## src/design/gf256_pkg.sv

```systemverilog
// Shared types, codes and table builders for the GF(2^8) arithmetic unit.
`default_nettype none

package gf256_pkg;

  localparam int unsigned FieldBits = 8;
  localparam int unsigned TblDepth  = 1 << FieldBits;
  // Multiplicative group order, 2^8 - 1
  localparam logic [FieldBits:0] GfOrder = 9'd255;
  // x^8 + x^4 + x^3 + x^2 + 1, octal 0435
  localparam logic [FieldBits:0] GfPoly = 9'o435;
  localparam logic [FieldBits-1:0] DivZeroVal = 8'hff;

  typedef enum logic [1:0] {
    ACT_ADD = 2'd0,
    ACT_MUL = 2'd1,
    ACT_DIV = 2'd2,
    ACT_MAC = 2'd3
  } action_e;

  typedef logic [FieldBits-1:0] rom_t [TblDepth];

  // Per-word control carried alongside the table reads
  typedef struct packed {
    action_e                act;
    logic                   a_zero;
    logic                   b_zero;
    logic [FieldBits-1:0]   sum;
    logic [FieldBits-1:0]   acc;
    logic                   last;
  } stage_ctl_t;

  // Antilog table: entry i holds alpha^i, entry 255 wraps to alpha^0
  function automatic rom_t gf_exp_table();
    rom_t                 tbl;
    logic [FieldBits:0]   x;
    x = 9'd1;
    for (int i = 0; i < TblDepth - 1; i++) begin
      tbl[i] = x[FieldBits-1:0];
      x = x << 1;
      if (x[FieldBits]) begin
        x = x ^ GfPoly;
      end
    end
    tbl[TblDepth-1] = 8'd1;
    return tbl;
  endfunction

  // Log table: entry x holds i with alpha^i == x; entry 0 is unused
  function automatic rom_t gf_log_table();
    rom_t                 tbl;
    logic [FieldBits:0]   x;
    tbl = '{default: '0};
    x = 9'd1;
    for (int i = 0; i < TblDepth - 1; i++) begin
      tbl[x[FieldBits-1:0]] = FieldBits'(i);
      x = x << 1;
      if (x[FieldBits]) begin
        x = x ^ GfPoly;
      end
    end
    return tbl;
  endfunction

endpackage

`default_nettype wire

```

## src/design/gf256_log_rom.sv

```systemverilog
// Dual-port synchronous log ROM for the two operands.
`default_nettype none

module gf256_log_rom
  import gf256_pkg::*;
(
  input  wire logic                 clk_i,
  input  wire logic                 en_i,
  input  wire logic [FieldBits-1:0] addr_a_i,
  input  wire logic [FieldBits-1:0] addr_b_i,
  output logic      [FieldBits-1:0] data_a_o,
  output logic      [FieldBits-1:0] data_b_o
);

  localparam rom_t LogRom = gf_log_table();

  logic [FieldBits-1:0] data_a_q;
  logic [FieldBits-1:0] data_b_q;

  // Read both ports, hold while the pipeline is stalled
  always_ff @(posedge clk_i) begin
    if (en_i) begin
      data_a_q <= LogRom[addr_a_i];
      data_b_q <= LogRom[addr_b_i];
    end
  end

  assign data_a_o = data_a_q;
  assign data_b_o = data_b_q;

endmodule

`default_nettype wire

```

## src/design/gf256_exp_rom.sv

```systemverilog
// Synchronous antilog ROM.
`default_nettype none

module gf256_exp_rom
  import gf256_pkg::*;
(
  input  wire logic                 clk_i,
  input  wire logic                 en_i,
  input  wire logic [FieldBits-1:0] addr_i,
  output logic      [FieldBits-1:0] data_o
);

  localparam rom_t ExpRom = gf_exp_table();

  logic [FieldBits-1:0] data_q;

  // Read one entry, hold while the pipeline is stalled
  always_ff @(posedge clk_i) begin
    if (en_i) begin
      data_q <= ExpRom[addr_i];
    end
  end

  assign data_o = data_q;

endmodule

`default_nettype wire

```

## src/design/gf256_arith_unit.sv

```systemverilog
// An accepted input word passes through the log ROM read, the antilog ROM read and the
// output register, each taking one pipeline stage, before its result word reaches the output.
// Throughput: one word per cycle while the output word is not held by out_stall_i.
// A stalled output freezes the whole pipeline; input stall follows it.
// Reset clears the stage valid bits only; the ROMs are constant and need no clearing.
`default_nettype none

module gf256_arith_unit
  import gf256_pkg::*;
(
  input  wire logic                 clk_i,
  input  wire logic                 rst_ni,
  input  wire logic                 in_valid_i,
  output logic                      in_stall_o,
  input  wire logic [1:0]           action_i,
  input  wire logic [FieldBits-1:0] operand_a_i,
  input  wire logic [FieldBits-1:0] operand_b_i,
  input  wire logic [FieldBits-1:0] accumulator_i,
  input  wire logic                 region_last_i,
  output logic                      out_valid_o,
  input  wire logic                 out_stall_i,
  output logic      [FieldBits-1:0] result_o,
  output logic                      divide_by_zero_o,
  output logic                      last_o
);

  logic                 advance;
  logic                 v1_q, v1_d, v2_q, v2_d, vo_q, vo_d;
  stage_ctl_t           ctl0, ctl1_q, ctl2_q;
  logic [FieldBits-1:0] log_a, log_b, log_b_eff, exp_idx, exp_val;
  logic [FieldBits:0]   log_sum;
  logic [FieldBits-1:0] prod, res_d, res_q;
  logic                 dz_d, dz_q, last_q;

  // Move all stages together unless the output word is held
  assign advance    = !(vo_q && out_stall_i);
  assign in_stall_o = !advance;

  // Build the control word for the incoming item
  always_comb begin
    ctl0.act    = action_e'(action_i);
    ctl0.a_zero = (operand_a_i == '0);
    ctl0.b_zero = (operand_b_i == '0);
    ctl0.sum    = operand_a_i ^ operand_b_i;
    ctl0.acc    = accumulator_i;
    ctl0.last   = region_last_i;
  end

  gf256_log_rom u_log_rom (
    .clk_i    (clk_i),
    .en_i     (advance),
    .addr_a_i (operand_a_i),
    .addr_b_i (operand_b_i),
    .data_a_o (log_a),
    .data_b_o (log_b)
  );

  // Add logs for multiply, subtract for divide, both modulo 255
  always_comb begin
    log_b_eff = (ctl1_q.act == ACT_DIV) ? FieldBits'(GfOrder) - log_b : log_b;
    log_sum   = {1'b0, log_a} + {1'b0, log_b_eff};
    if (log_sum >= GfOrder) begin
      exp_idx = FieldBits'(log_sum - GfOrder);
    end else begin
      exp_idx = log_sum[FieldBits-1:0];
    end
  end

  gf256_exp_rom u_exp_rom (
    .clk_i  (clk_i),
    .en_i   (advance),
    .addr_i (exp_idx),
    .data_o (exp_val)
  );

  // Select the result for the action
  always_comb begin
    prod  = (ctl2_q.a_zero || ctl2_q.b_zero) ? '0 : exp_val;
    res_d = prod;
    dz_d  = 1'b0;
    case (ctl2_q.act)
      ACT_ADD: res_d = ctl2_q.sum;
      ACT_MUL: res_d = prod;
      ACT_DIV: begin
        if (ctl2_q.b_zero) begin
          res_d = DivZeroVal;
          dz_d  = 1'b1;
        end
      end
      ACT_MAC: res_d = ctl2_q.acc ^ prod;
      default: res_d = prod;
    endcase
  end

  // Advance stage valids
  always_comb begin
    v1_d = advance ? in_valid_i : v1_q;
    v2_d = advance ? v1_q : v2_q;
    vo_d = advance ? v2_q : vo_q;
  end

  always_ff @(posedge clk_i or negedge rst_ni) begin
    if (!rst_ni) begin
      v1_q <= 1'b0;
      v2_q <= 1'b0;
      vo_q <= 1'b0;
    end else begin
      v1_q <= v1_d;
      v2_q <= v2_d;
      vo_q <= vo_d;
    end
  end

  // Carry payload alongside the ROM reads
  always_ff @(posedge clk_i) begin
    if (advance) begin
      ctl1_q <= ctl0;
      ctl2_q <= ctl1_q;
      res_q  <= res_d;
      dz_q   <= dz_d;
      last_q <= ctl2_q.last;
    end
  end

  assign out_valid_o      = vo_q;
  assign result_o         = res_q;
  assign divide_by_zero_o = dz_q;
  assign last_o           = last_q;

  a_dz_value: assert property (@(posedge clk_i) disable iff (!rst_ni)
    out_valid_o && divide_by_zero_o |-> result_o == DivZeroVal)
    else $error("divide-by-zero word without saturated result");

  a_accept_enters: assert property (@(posedge clk_i) disable iff (!rst_ni)
    in_valid_i && !in_stall_o |=> v1_q)
    else $error("accepted word lost at stage one");

  a_stage_hold: assert property (@(posedge clk_i) disable iff (!rst_ni)
    v2_q && !advance |=> v2_q && $stable(ctl2_q))
    else $error("stage two changed during stall");

  a_stage_out: assert property (@(posedge clk_i) disable iff (!rst_ni)
    v2_q && advance |=> out_valid_o)
    else $error("stage two word not delivered to output");

endmodule

`default_nettype wire
```

## config.mk

```make
export PLATFORM = sky130hd
export DESIGN_NAME = gf256_arith_unit
export DESIGN_NICKNAME = d
export VERILOG_FILES = /design/src/design/gf256_pkg.sv /design/src/design/gf256_log_rom.sv /design/src/design/gf256_exp_rom.sv /design/src/design/gf256_arith_unit.sv
export SDC_FILE = /design/constraint.sdc
export NUM_CORES = 1
export LEC_CHECK = 0
export ABC_CLOCK_PERIOD_IN_PS = 6800
export BUFFER_PORTS_ARGS = -buffer_cell sky130_fd_sc_hd__clkbuf_2
export CAP_MARGIN = 20
export CORE_MARGIN = 2
export CORE_UTILIZATION = 30
export CTS_CLUSTER_DIAMETER = 100
export DETAILED_ROUTE_END_ITERATION = 10
export PLACE_DENSITY = 0.42
export SYNTH_ARGS = -nofsm -noshare
export SYNTH_HDL_FRONTEND = slang
export SYNTH_HIERARCHICAL = 1
export SYNTH_SLANG_ARGS = --single-unit
export TNS_END_PERCENT = 1
```

## constraint.sdc

```tcl
create_clock -name clk_i -period 6.8 [get_ports clk_i]
set_input_delay 1.02 -clock clk_i [delete_from_list [all_inputs] [get_ports clk_i]]
set_output_delay 1.02 -clock clk_i [all_outputs]
set_load 0.01 [all_outputs]
```

# Word-level counts from Yosys, hierarchy flattened

Memory sizes are Yosys's and may differ from the RTL's. A register that Yosys moved wholly into a read port is not among the register bits.
Cells that the tools add are included.

Add/subtract/negate cells: 3
$lt $le $gt $ge: 1
Equality and inequality tests: 4
Muxes and demuxes: 6
Bitwise operators: 5
Reduce and logical (&&, ||, !) cells: 8

Operators by type and width:

| kind                                                                  | count |
|---|---|
| 8-bit 2-to-1 mux                                                      | 4 |
| 8-bit one-hot mux with 4 select lines                                 | 1 |
| 8-bit inverter with 9-bit output                                      | 3 |
| 8-bit zero test                                                       | 2 |
| 8-bit XOR                                                             | 2 |
| 8-bit by 8-bit adder with 9-bit output                                | 1 |
| 9-bit by 8-bit >= comparator with 1-bit output, second input constant | 1 |
| 8-bit subtractor, first input constant                                | 1 |
| 8-bit subtractor, second input constant                               | 1 |
| 2-bit == test, second input constant                                  | 3 |
| 1-bit zero test                                                       | 3 |
| 2-bit by 1-bit == test with 1-bit output, second input constant       | 1 |
| 2-bit zero test                                                       | 1 |
| 1-bit logical AND                                                     | 1 |
| 1-bit logical OR                                                      | 1 |
| 1-bit 2-to-1 mux                                                      | 1 |

Flip-flop bits (word level): 55
Bits in read-only memories: 6,144
Input port bits: 31
Output and inout port bits: 12
Logic and storage cells: 48
Memories kept: 3

Memories:

| memory          | depth | bits a word | read ports | clocked after Yosys merged registers in | write ports | RTL line            | RTL |
|---|---|---|---|---|---|---|---|
| (no name shown) | 256   | 8           | 1          | 1                                       | 0           | gf256_log_rom.sv:24 | `data_b_q <= LogRom[addr_b_i];` |
| (no name shown) | 256   | 8           | 1          | 1                                       | 0           | gf256_exp_rom.sv:20 | `data_q <= ExpRom[addr_i];` |
| (no name shown) | 256   | 8           | 1          | 1                                       | 0           | gf256_log_rom.sv:23 | `data_a_q <= LogRom[addr_a_i];` |

# Logic depth before layout (Yosys ltp)

Word-level depth: 6
Depth in mapped cells: 23
Depth with buffers taken out: 19

# Modules after synthesis

Netlist, hierarchy kept.

By module, submodules not included:

| module           | instances | cells each | area an instance (µm²) | seq. area each (µm²) |
|---|---|---|---|---|
| gf256_log_rom    | 1         | 1,145      | 7,335.8                | 480.5 |
| gf256_exp_rom    | 1         | 567        | 3,757.4                | 240.2 |
| gf256_arith_unit | 1         | 230        | 2,867.8                | 1,636.6 |

# Least setup slack after synthesis

No wires, ideal clock.

Kind: reg2reg
Start point: reg ctl1_q[20] (netlist name)
End point: reg u_exp_rom.data_q[0] (netlist: u_exp_rom/data_o[0]) (data pin)
Library setup time: 0.180 ns
Arrival time: 5.526 ns
Data required time: 6.620 ns
Slack: 1.094 ns
Cell stages (with the launch flop): 23
Buffers on the path: 3
Period minus slack after synthesis: 5.706 ns
Cell sequence: edfxtp_1 > nand2b_1 > clkbuf_1 > xnor2_1 > ha_1 > inv_1 > fa_1 > nand2b_1 > a21oi_1 > xor2_1 > nand4bb_4 > o31a_1 > xnor2_1 > buf_2 > inv_1 > ha_1 > buf_2 > nand2b_1 > a21oi_1 > a221oi_1 > mux4_2 > a22o_1 > a221oi_1

Word-level cells in the longest chain between the ends: 6
Elaborated cells on any way between the ends: 7
Classes of those cells: add/sub: 2; order compare: 1; eq/ne: 1; mux: 2; bitwise: 1

Ends and longest elaborated chain:

| item                                                                                      | RTL line                                       | RTL |
|---|---|---|
| from (decl)                                                                               | gf256_arith_unit.sv:29                         | `stage_ctl_t ctl0, ctl1_q, ctl2_q;` |
| from (signal assigned)                                                                    | gf256_arith_unit.sv:117                        | `ctl1_q <= ctl0;` |
| 2-bit == test (*)                                                                         | gf256_arith_unit.sv:60                         | `log_b_eff = (ctl1_q.act == ACT_DIV) ? FieldBits'(GfOrder) - log_b : log_b;` |
| 8-bit 2-to-1 mux (*)                                                                      | gf256_arith_unit.sv:60                         |  |
| 8-bit by 8-bit adder with 9-bit output (*)                                                | gf256_arith_unit.sv:61                         | `log_sum = {1'b0, log_a} + {1'b0, log_b_eff};` |
| 8-bit subtractor / 9-bit by 8-bit >= comparator with 1-bit output (equally long branches) | gf256_arith_unit.sv:63, gf256_arith_unit.sv:62 |  |
| 8-bit 2-to-1 mux (*)                                                                      | gf256_arith_unit.sv:62                         | `if (log_sum >= GfOrder) begin` |
| named net exp_idx[0]                                                                      | gf256_arith_unit.sv:30                         | `logic [FieldBits-1:0] log_a, log_b, log_b_eff, exp_idx, exp_val;` |
| 8-bit inverter with 9-bit output (not written as such) (*)                                | gf256_exp_rom.sv:20                            |  |
| to (decl)                                                                                 | gf256_exp_rom.sv:15                            | `logic [FieldBits-1:0] data_q;` |

The timed path passes the listed nets; every way through them passes the cells marked *.
A chain may end at the register's enable or synchronous reset.

# Final worst setup path

Start point: reg ctl1_q[19] (netlist name)
End point: reg u_exp_rom.data_q[6] (netlist: u_exp_rom/data_o[6]) (data pin)

Same word-level chain as after synthesis.

==> report_table.html <==
<table>
<tr><th>Metric</th><th>Value</th></tr>
<tr><th colspan="2">Critical path</th></tr>
<tr><td>Required arrival time at the worst endpoint</td><td>6.94 ns</td></tr>
<tr><td>Arrival time of the worst setup path</td><td>6.22 ns</td></tr>
<tr><td>R2R setup slack</td><td>0.72 ns</td></tr>
<tr><td>Worst Setup Path Type</td><td>reg -&gt; reg</td></tr>
<tr><td>Startpoint type of the worst setup path</td><td>register</td></tr>
<tr><td>Biggest fanout along the worst timing path</td><td>15</td></tr>
<tr><td>Capturing element type of the critical path</td><td>register</td></tr>
<tr><th colspan="2">CTS</th></tr>
<tr><td>Number of gates resized after cts</td><td>0</td></tr>
<tr><td>Number of H-tree levels</td><td>3</td></tr>
<tr><td>Count of clock tree sinks</td><td>79</td></tr>
<tr><td>TritonCTS clock tree</td><td>built</td></tr>
<tr><td>Buffer type at the clock tree root</td><td>sky130_fd_sc_hd__clkbuf_16</td></tr>
<tr><td>CTS hold repair buffers</td><td>0</td></tr>
<tr><td>Post-CTS setup buffers</td><td>0</td></tr>
<tr><td>Worst skew pair latency</td><td>0.35 ns</td></tr>
<tr><td>Deepest clock path buffer count</td><td>2</td></tr>
<tr><td>TritonCTS buffer count</td><td>9</td></tr>
<tr><td>Clk pin slew, worst setup/hold paths</td><td>0.06 ns</td></tr>
<tr><th colspan="2">GRT</th></tr>
<tr><td>GRT met3 Usage</td><td>0.0429</td></tr>
<tr><td>Largest net degree at the start of global routing</td><td>130</td></tr>
<tr><td>Total routing usage reported by global routing</td><td>0.270</td></tr>
<tr><td>Overflow left after global routing</td><td>0</td></tr>
<tr><td>Global routing's busiest layer</td><td>met2</td></tr>
<tr><td>GR met2 Demand/Resource</td><td>0.419</td></tr>
<tr><td>Wire length of the first global-routing pass</td><td>99700 µm</td></tr>
<tr><td>Global Route met1 Usage</td><td>0.367</td></tr>
<tr><td>Number of antenna violations at the first check in global routing</td><td>0</td></tr>
<tr><td>Vias in the first global route</td><td>15000</td></tr>
<tr><th colspan="2">Route</th></tr>
<tr><td>Number of nets with antenna violations after routing</td><td>0</td></tr>
<tr><td>DRC violation total after the first TritonRoute iteration</td><td>2609</td></tr>
<tr><td>Detailed-route DRC error count</td><td>0</td></tr>
<tr><td>Average detailed-routed wire length per instance</td><td>27.6 µm</td></tr>
<tr><td>Routed via count</td><td>16500</td></tr>
<tr><td>DR vias/cell</td><td>6.76</td></tr>
<tr><td>Sum of routed wire length over all layers</td><td>67200 µm</td></tr>
<tr><td>Drt first pass iters</td><td>6</td></tr>
<tr><th colspan="2">Timing</th></tr>
<tr><td>Peak clock frequency supported by timing</td><td>164 MHz</td></tr>
<tr><td>Transition time of the tightest slew-check pin</td><td>1.19 ns</td></tr>
<tr><td>Final setup violation count</td><td>0</td></tr>
<tr><td>Final max-slew violation count</td><td>0</td></tr>
<tr><td>Remaining max-slew budget at the tightest pin</td><td>0.186</td></tr>
<tr><td>Count of final hold-check violations</td><td>0</td></tr>
<tr><td>Worst Clk Skew</td><td>0.0122 ns</td></tr>
<tr><td>Smallest setup slack after layout</td><td>0.720 ns</td></tr>
<tr><td>Total Neg Setup Slack</td><td>0 ns</td></tr>
<tr><td>Final clock period utilization by the worst path</td><td>0.894</td></tr>
<tr><td>Tmin final</td><td>6.08 ns</td></tr>
<tr><td>Setup repair after global routing missed its margin</td><td>false</td></tr>
<tr><th colspan="2">Flow run</th></tr>
<tr><td>Max-capacitance violation count</td><td>0</td></tr>
<tr><th colspan="2">Floorplan</th></tr>
<tr><td>Die extent in x</td><td>220 µm</td></tr>
<tr><td>Area enclosed by the die boundary</td><td>48300 µm²</td></tr>
<tr><td>FP Rows</td><td>79</td></tr>
<tr><td>Die H</td><td>220 µm</td></tr>
<tr><td>Number of I/O pins</td><td>43</td></tr>
<tr><td>Starting utilization of the core area</td><td>0.302</td></tr>
<tr><td>Area of the core</td><td>46300 µm²</td></tr>
<tr><th colspan="2">Layout</th></tr>
<tr><td>Most common library cell in the layout ignoring fill and taps</td><td>sky130_fd_sc_hd__a21oi_1</td></tr>
<tr><td>Final standard cell area without fillers</td><td>14500 µm²</td></tr>
<tr><td>Final Net Count</td><td>1916</td></tr>
<tr><td>Number of diodes added for antenna fixing</td><td>0</td></tr>
<tr><td>Fraction of final layout cells with drive strength greater than 1</td><td>0.0887</td></tr>
<tr><td>Area added between synthesis and finish</td><td>3.66%</td></tr>
<tr><td>Commonest non-fill, non-tap cells in the layout</td><td>199 x sky130_fd_sc_hd__a21oi_1, 154 x sky130_fd_sc_hd__nand2_1, 150 x sky130_fd_sc_hd__o21ai_0</td></tr>
<tr><th colspan="2">Placement</th></tr>
<tr><td>Setup Slack @ Placement</td><td>0.857 ns</td></tr>
<tr><td>GP Congestion</td><td>1.03</td></tr>
<tr><td>Post-DP HPWL</td><td>45900 µm</td></tr>
<tr><td>Instance area at placement</td><td>14200 µm²</td></tr>
<tr><td>IO Port Bufs</td><td>42</td></tr>
<tr><th colspan="2">Power</th></tr>
<tr><td>Relative contribution of sequential cells to total power</td><td>0.089</td></tr>
<tr><td>Internal portion of total power</td><td>3.59 mW</td></tr>
<tr><td>Largest vdd supply drop</td><td>469 µV</td></tr>
<tr><td>Reported net switching power</td><td>5.73 mW</td></tr>
<tr><td>Total power divided by cell area</td><td>643 nW/µm²</td></tr>
<tr><td>Clock network power share</td><td>0.054</td></tr>
<tr><td>Comb pwr share</td><td>0.857</td></tr>
<tr><td>Static leakage</td><td>5.16 nW</td></tr>
<tr><td>Switching portion of total power</td><td>0.615</td></tr>
<tr><th colspan="2">Logic synthesis</th></tr>
<tr><td>Ranking of synthesized cells by area</td><td>sky130_fd_sc_hd__edfxtp_1 16%, sky130_fd_sc_hd__a21oi_1 7.1%, sky130_fd_sc_hd__ha_1 5.6%</td></tr>
<tr><td>Synth Warn #</td><td>6</td></tr>
<tr><td>Number of enable flip-flop cells after synthesis</td><td>76</td></tr>
<tr><td>Synthesized area per cell</td><td>7.19 µm²</td></tr>
<tr><td>Fraction of the yosys area taken by sequential cells</td><td>0.169</td></tr>
<tr><td>Post-synth top area cell</td><td>sky130_fd_sc_hd__edfxtp_1</td></tr>
<tr><td>Number of unique standard cell types used by synthesis</td><td>100</td></tr>
<tr><td>Post-synthesis async set-or-reset flop share</td><td>0.0380</td></tr>
<tr><td>Net count of the mapped netlist</td><td>2037</td></tr>
<tr><td>Synth Instances</td><td>1942</td></tr>
<tr><td>Total standard cell area after synthesis</td><td>14000 µm²</td></tr>
<tr><td>Fraction of post-synthesis cell area in the top cell type by area</td><td>0.163</td></tr>
<tr><td>Flip-flop and latch count after synthesis</td><td>79</td></tr>
<tr><td>Most used flip-flop cell after synthesis</td><td>sky130_fd_sc_hd__edfxtp_1</td></tr>
<tr><th colspan="2">Run status</th></tr>
<tr><td>Outcome</td><td>complete, no violations</td></tr>
<tr><th colspan="2">Worst hold path</th></tr>
<tr><td>Type of the worst min-delay path</td><td>reg -&gt; reg</td></tr>
</table>
==> critical path, stage by stage, from the launching register on <==
cell                       delay [ns]
sky130_fd_sc_hd__edfxtp_1        0.37
sky130_fd_sc_hd__nand2b_1        0.38
sky130_fd_sc_hd__xnor2_1         0.28
sky130_fd_sc_hd__ha_1            0.24
sky130_fd_sc_hd__inv_1           0.07
sky130_fd_sc_hd__fa_1            0.42
sky130_fd_sc_hd__nand2b_1        0.17
sky130_fd_sc_hd__a21oi_1         0.20
sky130_fd_sc_hd__a31oi_1         0.17
sky130_fd_sc_hd__xor2_1          0.51
sky130_fd_sc_hd__o31a_1          0.30
sky130_fd_sc_hd__mux2_4          0.40
sky130_fd_sc_hd__inv_1           0.10
sky130_fd_sc_hd__buf_4           0.21
sky130_fd_sc_hd__ha_1            0.63
sky130_fd_sc_hd__nor2_1          0.16
sky130_fd_sc_hd__or3_1           0.34
sky130_fd_sc_hd__a21oi_1         0.15
sky130_fd_sc_hd__nor4bb_1        0.09
sky130_fd_sc_hd__a311o_1         0.33
sky130_fd_sc_hd__a221oi_2        0.36
==> cell usage after synthesis (47+ instances only) <==
cell and count:
sky130_fd_sc_hd__clkbuf_1 83, sky130_fd_sc_hd__o21ai_0 150, sky130_fd_sc_hd__nor3_1 63, sky130_fd_sc_hd__buf_2 82, sky130_fd_sc_hd__nor2b_1 56, sky130_fd_sc_hd__edfxtp_1 76, sky130_fd_sc_hd__nand2_1 156, sky130_fd_sc_hd__nor2_1 140
sky130_fd_sc_hd__nand3_1 80, sky130_fd_sc_hd__a31oi_1 57, sky130_fd_sc_hd__ha_1 63, sky130_fd_sc_hd__a21oi_1 199, sky130_fd_sc_hd__nand2b_1 63, sky130_fd_sc_hd__o211ai_1 47
==> power groups by stage <==
stage / registers, mW / logic (mW) / clock network, mW
floorplan: 0.802 / 5.40 / 0
global placement: 0.844 / 7.90 / 0
detailed placement: 0.843 / 7.66 / 0
CTS: 0.834 / 7.69 / 0.521
global route: 0.845 / 8.45 / 0.531
finish: 0.829 / 7.98 / 0.499
==> final timing paths <==
path | endpoint | depth (start not counted) | startpoint
worst max register to register | u_exp_rom/data_o[6] | 20 | ctl1_q[19]
max in group asynchronous | v1_q | 1 | rst_ni
worst min-delay path | ctl2_q[16] | 0 | ctl1_q[16]
min in group asynchronous | out_valid_o | 1 | rst_ni
worst min register to register | ctl2_q[16] | 0 | ctl1_q[16]
worst max-delay path | u_exp_rom/data_o[6] | 20 | ctl1_q[19]
==> registers in the layout (all words and copies together) (netlist names) <==
signal	count
out_valid_o	1
last_o	1
v1_q	1
u_log_rom/data_b_o	8
divide_by_zero_o	1
ctl1_q	21
u_log_rom/data_a_o	8
ctl2_q	21
v2_q	1
u_exp_rom/data_o	8
result_o	8
==> cell families (layout without fill, tap and decap cells) <==
kind of cell | Yosys count | count (layout) | synth area share
compound gates | 804 | 804 | 0.390
simple gates | 681 | 681 | 0.246
buf+inv | 259 | 143 | 0.0939
flops | 79 | 79 | 0.169
fa+ha+maj | 64 | 64 | 0.0579
xor+xnor | 28 | 28 | 0.0176
mux | 27 | 27 | 0.0254
==> per-stage QoR <==
stage,hold slack [ns],std cells,utilization,total power [mW]
after global routing,0.422,2433,0.313,9.83
after detailed placement,0.409,2417,0.306,8.51
final,0.415,2433,0.313,9.31
after floorplan,0.400,1942,-,6.20
after global placement,0.407,2417,0.306,8.74
after CTS,0.417,2433,0.313,9.05
==> area by class of cell <==
class                      count  area (µm²)
clock buffer                  10         229
inverter                      42         158
sequential                    79        2360
tap                          607         759
timing repair buffer          85         576
multi-input combinational   1604       10300
fill                        5137       31800
clock inverter                 6        68.8
==> per-layer routing <==
metal	vias to the layer above	routed length [µm]
met5	-	0
met4	0	3640
met3	239	6240
met2	1120	29600
met1	7889	27700
li1	7208	-
No activity file was read; power rests on OpenSTA's default activity.
